## src/rtl/core/owt_ram.sv

```systemverilog
// ----------------------------------------------------------------------------
// owt_ram
// Generic single-write, single-read RAM with registered read data.
// ----------------------------------------------------------------------------
module owt_ram #(
	parameter int WIDTH = 8,
	parameter int DEPTH = 64
) (
	input  logic                     clk,
	input  logic                     we,
	input  logic [$clog2(DEPTH)-1:0] waddr,
	input  logic [WIDTH-1:0]         wdata,
	input  logic [$clog2(DEPTH)-1:0] raddr,
	output logic [WIDTH-1:0]         rdata
);

	logic [WIDTH-1:0] mem [DEPTH];

	always_ff @(posedge clk) begin
		if (we) begin
			mem[waddr] <= wdata;
		end
		rdata <= mem[raddr];
	end

endmodule

```

## config.mk

```make
export PLATFORM = sky130hd
export DESIGN_NAME = owt_ram
export DESIGN_NICKNAME = d
export VERILOG_FILES = /design/src/rtl/core/owt_ram.sv
export SDC_FILE = /design/constraint.sdc
export NUM_CORES = 1
export LEC_CHECK = 0
export BUFFER_PORTS_ARGS = -buffer_cell sky130_fd_sc_hd__buf_2
export CORE_MARGIN = 2
export CORE_UTILIZATION = 60
export CTS_CLUSTER_DIAMETER = 60
export DETAILED_ROUTE_END_ITERATION = 7
export HOLD_SLACK_MARGIN = 0.12
export PLACE_DENSITY = 0.83
export RECOVER_POWER = 100
export SLEW_MARGIN = 20
export SYNTH_ARGS = -nofsm -noshare
export SYNTH_HDL_FRONTEND = slang
export SYNTH_SLANG_ARGS = --single-unit
```

## constraint.sdc

```tcl
create_clock -name clk -period 4.29 [get_ports clk]
set_clock_uncertainty 0.1 [all_clocks]
set_input_delay 0.2145 -clock clk [delete_from_list [all_inputs] [get_ports clk]]
set_output_delay 0.2145 -clock clk [all_outputs]
set_load 0.01 [all_outputs]
```

* Yosys cells after proc, flatten, opt, wreduce, memory -nomap -nowiden *
Memory sizes are Yosys's and may differ from the RTL's. A register that Yosys moved wholly into a read port is not among the register bits.
Cells that the tools add are included.
Widths: inputs -> output; s select.

cells by class
  muxes and demuxes = 2

operator list
  kind    count
  $mux 1  2

word-level totals
  bits in writable memories = 512
  flip-flop bits (word level) = 0
  output and inout bits = 8
  input bits = 22
  memories = 1

memories
  memory  words  bits a word  rd ports  clocked after Yosys merged registers in  wr ports  line  text
  mem     64     8            1         1                                        1         17    logic [WIDTH-1:0] mem [DEPTH];

* Depth between registers and ports, before layout *
  depth after elaboration = 2
  gate-level depth with buffers = 9

* Worst setup path after synthesis *
No wires, ideal clock.

  path kind = input -> register
  start point = in raddr[1]
  end point = reg rdata[3], read port of mem
  path slack = 2.308 ns
  path buffers = 3
  library setup time = 0.128 ns
  required time = 4.062 ns
  arrival = 1.754 ns
  stages = 7
  cell sequence = buf_4 > buf_2 > buf_2 > mux4_2 > mux4_2 > o21ai_1 > o41ai_1

RTL lines
  item             line  text
  start, declared  13    input logic [$clog2(DEPTH)-1:0] raddr,
  end, declared    14    output logic [WIDTH-1:0] rdata

==> flow_summary.html <==
<table>
<tr><th>Metric</th><th>Value</th></tr>
<tr><th colspan="2">Route</th></tr>
<tr><td>Drc violations</td><td>0</td></tr>
<tr><td>Topmost layer with routed signal wires</td><td>met4</td></tr>
<tr><td>Routed met2 length</td><td>22.0 mm</td></tr>
<tr><td>Detailed Routing Iterations Pass 1</td><td>5</td></tr>
<tr><td>WL met1</td><td>16.3 mm</td></tr>
<tr><td>Routed wire length</td><td>44.6 mm</td></tr>
<tr><td>Antenna Nets Post-Route</td><td>0</td></tr>
<tr><td>Met3 layer wire length in the routed design</td><td>4.37 mm</td></tr>
<tr><td>Via count of the routed design</td><td>9947</td></tr>
<tr><td>Routed WL per cell</td><td>30.3 µm</td></tr>
<tr><td>Initial drt markers</td><td>1514</td></tr>
<tr><td>Routed via count divided by cell count</td><td>6.75</td></tr>
<tr><th colspan="2">Finish</th></tr>
<tr><td>Final cell utilization of the core</td><td>0.670</td></tr>
<tr><td>Number of nets in the layout</td><td>1009</td></tr>
<tr><td>Area taken by flip-flops and latches</td><td>15500 µm²</td></tr>
<tr><td>Diodes inserted</td><td>0</td></tr>
<tr><td>Filler Cell Count</td><td>1971</td></tr>
<tr><td>Finished Layout Cells</td><td>1474</td></tr>
<tr><td>Share of layout cells above drive strength 1</td><td>0.225</td></tr>
<tr><td>Footprint of the multi-input gates</td><td>4320 µm²</td></tr>
<tr><td>Area added between synthesis and finish</td><td>10.6%</td></tr>
<tr><th colspan="2">Global routing</th></tr>
<tr><td>Total congestion overflow after global routing</td><td>0</td></tr>
<tr><td>Largest net degree at the start of global routing</td><td>65</td></tr>
<tr><td>Total routing usage reported by global routing</td><td>0.263</td></tr>
<tr><td>Wire length of the first global-routing pass</td><td>66.4 mm</td></tr>
<tr><td>Via count of the first global-routing pass</td><td>10100</td></tr>
<tr><td>Antenna violations before repair</td><td>0</td></tr>
<tr><th colspan="2">Clocking</th></tr>
<tr><td>Clk sinks</td><td>520</td></tr>
<tr><td>Clock-pin transition on the worst setup and hold timing paths</td><td>60 ps</td></tr>
<tr><td>Latest clock arrival within the worst-skew pair</td><td>570 ps</td></tr>
<tr><td>Clock Root Buffer</td><td>clkbuf_16</td></tr>
<tr><td>CTS resizes</td><td>0</td></tr>
<tr><td>Number of buffers created by CTS</td><td>50</td></tr>
<tr><td>Count of hold-fix buffers inserted at cts</td><td>5</td></tr>
<tr><td>H-Tree Depth</td><td>2</td></tr>
<tr><td>TritonCTS clock tree</td><td>done</td></tr>
<tr><td>Post CTS Setup Buffer Count</td><td>0</td></tr>
<tr><td>Maximum buffer depth of the clock tree</td><td>3</td></tr>
<tr><th colspan="2">Logic synthesis</th></tr>
<tr><td>Synth Area in Adders</td><td>0</td></tr>
<tr><td>Cell count after synthesis</td><td>940</td></tr>
<tr><td>Async S/R FF share, synth</td><td>0</td></tr>
<tr><td>Main combinational cell family by area after synthesis</td><td>multiplexers</td></tr>
<tr><td>Total of flip-flops plus latches after synthesis</td><td>520</td></tr>
<tr><td>Count of flip-flops with a built-in enable after synthesis</td><td>512</td></tr>
<tr><td>Largest area contributor in the netlist</td><td>edfxtp_1</td></tr>
<tr><td>Xor/xnor cell area share of the yosys netlist</td><td>0</td></tr>
<tr><td>Number of distinct library cells after synthesis</td><td>40</td></tr>
<tr><td>Most used flip-flop cell after synthesis</td><td>edfxtp_1</td></tr>
<tr><td>Post-Synth Simple-Gate Area</td><td>0.0339</td></tr>
<tr><td>Cell types with the largest area share after synthesis</td><td>edfxtp_1 (76%), mux4_2 (14%), nor2_1 (1.5%)</td></tr>
<tr><td>Share of the synthesized area in the top cell type</td><td>0.762</td></tr>
<tr><td>Mux cell area share after synthesis</td><td>0.159</td></tr>
<tr><td>Complex-gate fraction of the synthesized area</td><td>0.0207</td></tr>
<tr><td>Fraction of the yosys area taken by sequential cells</td><td>0.770</td></tr>
<tr><td>Net count of the mapped netlist</td><td>962</td></tr>
<tr><td>Warnings, synthesis</td><td>0</td></tr>
<tr><td>Netlist area before placement</td><td>20200 µm²</td></tr>
<tr><td>Syn_area_per_cell</td><td>21.5 µm²</td></tr>
<tr><th colspan="2">Worst setup path</th></tr>
<tr><td>Arrival time of data at the critical path endpoint</td><td>3900 ps</td></tr>
<tr><td>Type of the worst setup path</td><td>in -&gt; reg</td></tr>
<tr><td>Endpoint required time on the critical path</td><td>4650 ps</td></tr>
<tr><td>Type of destination of the critical path</td><td>register</td></tr>
<tr><td>Crit path max fanout</td><td>52</td></tr>
<tr><td>Crit start category</td><td>input port</td></tr>
<tr><th colspan="2">Timing</th></tr>
<tr><td>Total negative slack for setup checks</td><td>0 ps</td></tr>
<tr><td>Final Cycle Share</td><td>0.827</td></tr>
<tr><td>Worst Tran Pin Value</td><td>2980 ps</td></tr>
<tr><td>Final critical path time including I/O delays and setup</td><td>3550 ps</td></tr>
<tr><td>Slew margin rel.</td><td>-0.984</td></tr>
<tr><td>Setup-failing EPs final</td><td>0</td></tr>
<tr><td>Total count of hold-check failures in the final report</td><td>0</td></tr>
<tr><td>Setup repair after global routing missed its margin</td><td>false</td></tr>
<tr><td>Number of pins exceeding their max-slew limit in the final report</td><td>572</td></tr>
<tr><td>Peak clock frequency supported by timing</td><td>282 MHz</td></tr>
<tr><th colspan="2">Run status</th></tr>
<tr><td>Violations in the final reports</td><td>capacitance limit, slew limit</td></tr>
<tr><td>Result of the run</td><td>finished with violations</td></tr>
<tr><th colspan="2">Floorplanning</th></tr>
<tr><td>Die height</td><td>187 µm</td></tr>
<tr><td>Ports placed on the boundary</td><td>30</td></tr>
<tr><td>Std-Cell Core Area</td><td>33300 µm²</td></tr>
<tr><td>Floorplan row count</td><td>67</td></tr>
<tr><td>Initial Utilization</td><td>0.606</td></tr>
<tr><td>Die area</td><td>35100 µm²</td></tr>
<tr><td>Chip Width</td><td>187 µm</td></tr>
<tr><th colspan="2">Place</th></tr>
<tr><td>Last weighted congestion value of the routability-driven placer</td><td>0.868</td></tr>
<tr><td>Cell count after placement</td><td>1378</td></tr>
<tr><td>Port buffer count</td><td>29</td></tr>
<tr><td>Total half-perimeter wirelength after legalization and detailed placement</td><td>25.6 mm</td></tr>
<tr><th colspan="2">Pwr</th></tr>
<tr><td>Power per unit of standard cell area</td><td>471 nW/µm²</td></tr>
<tr><td>Peak ir drop on the vdd network</td><td>0.310 mV</td></tr>
<tr><td>Static power due to leakage</td><td>6.88 nW</td></tr>
<tr><th colspan="2">Job</th></tr>
<tr><td>MaxCap Viol Count</td><td>9</td></tr>
<tr><th colspan="2">Worst hold path</th></tr>
<tr><td>Min-Delay Path Class</td><td>in -&gt; reg</td></tr>
</table>
-- state kept, by name, summed over array words and instances, names as in the netlist --
register  cells
mem         512
rdata         8
-- synth_stat cells, types with 2 or more instances --
master and instances:
edfxtp_1 512, mux4_2 126, nor2_1 83, mux2i_1 23, nand2_1 19, clkbuf_1 17
nor2b_1 14, buf_4 13, mux2_2 13, nand3_1 13, buf_2 11, dfxtp_1 8
o221ai_1 8, o22ai_1 8, nand2b_1 7, nor3_1 7, a221oi_1 6, a211oi_1 4
buf_1 4, buf_6 4, a21oi_1 3, a22oi_1 3, nand3b_1 3, o2111ai_1 3
o2bb2ai_1 3, a2111oi_0 2, buf_12 2, nand4_1 2, nor4_1 2, o21a_1 2
o21ai_0 2, o21ai_1 2, o221a_2 2, o32ai_1 2, o41ai_1 2
-- cell families (layout without fill, tap and decap cells) --
family,count (synthesis),after routing
multiplexers,162,162
AO/OA/AOI/OAI,54,54
AND/OR/NAND/NOR,153,153
flip-flops,520,520
buffers and inverters,51,137
-- cell type report --
class	instances	share of cell area
flip-flops and latches	520	0.697
clock buffers	62	0.0591
well taps	448	0.0251
clock inverters	29	0.0131
multi-input cells	369	0.194
repair buffers	46	0.0126
-- layer usage --
metal / GRT usage / up-vias
met4: 0.118 / 0
met2: 0.422 / 685
met3: 0.0450 / 136
met5: 0 / -
li1: - / 4016
met1: 0.362 / 5110
-- metrics by stage --
stage | worst slack [ps] | area [µm²] | hold slack [ps] | power, mW
2_1_floorplan | 2310 | 20200 | 213 | 6.04
3_3_place_gp | 1220 | 20700 | 524 | 6.23
3_5_place_dp | 1160 | 20700 | 533 | 6.25
4_1_cts | 1290 | 22300 | 120 | 10.5
5_1_grt | 597 | 22300 | 155 | 10.7
6_report | 744 | 22300 | 140 | 10.5
-- path summary, 6_finish.rpt --
| check | cells past startpoint | slack, ps | end | startpoint |
|---|---|---|---|---|
| worst max register to register | 5 | 1670 | rdata[0] | mem[46][0] |
| worst max-delay path | 8 | 740 | rdata[0] | raddr[1] |
| worst min register to register | 3 | 780 | rdata[4] | mem[26][4] |
| worst min-delay path | 2 | 140 | mem[49][4] | waddr[2] |
-- worst max-delay path, cell delays in order --
cell,delay [ps]
buf_4,530
clkbuf_2,1220
mux4_2,440
mux4_2,510
nor2_1,110
nor3_1,60
o2bb2ai_1,130
dlygate4sd3_1,570
-- layout by cell type (no fill, tap or decap), types with 5 or more instances in the layout --
| cell | count |
|---|---|
| a221oi_1 | 6 |
| buf_2 | 9 |
| buf_4 | 10 |
| bufinv_16 | 6 |
| clkbuf_1 | 30 |
| clkbuf_16 | 51 |
| clkinv_1 | 12 |
| clkinv_2 | 7 |
| dfxtp_1 | 8 |
| dlygate4sd3_1 | 5 |
| edfxtp_1 | 512 |
| mux2_2 | 13 |
| mux2i_1 | 23 |
| mux4_2 | 126 |
| nand2_1 | 19 |
| nand2b_1 | 7 |
| nand3_1 | 13 |
| nor2_1 | 83 |
| nor2b_1 | 14 |
| nor3_1 | 7 |
| o221ai_1 | 8 |
| o22ai_1 | 8 |
-- power by group --
group	switching, mW	internal, mW
clock network	1.80	2.54
logic	0.321	0.186
registers	0.0215	5.63
total	2.14	8.36
No activity file was read; power rests on OpenSTA's default activity.
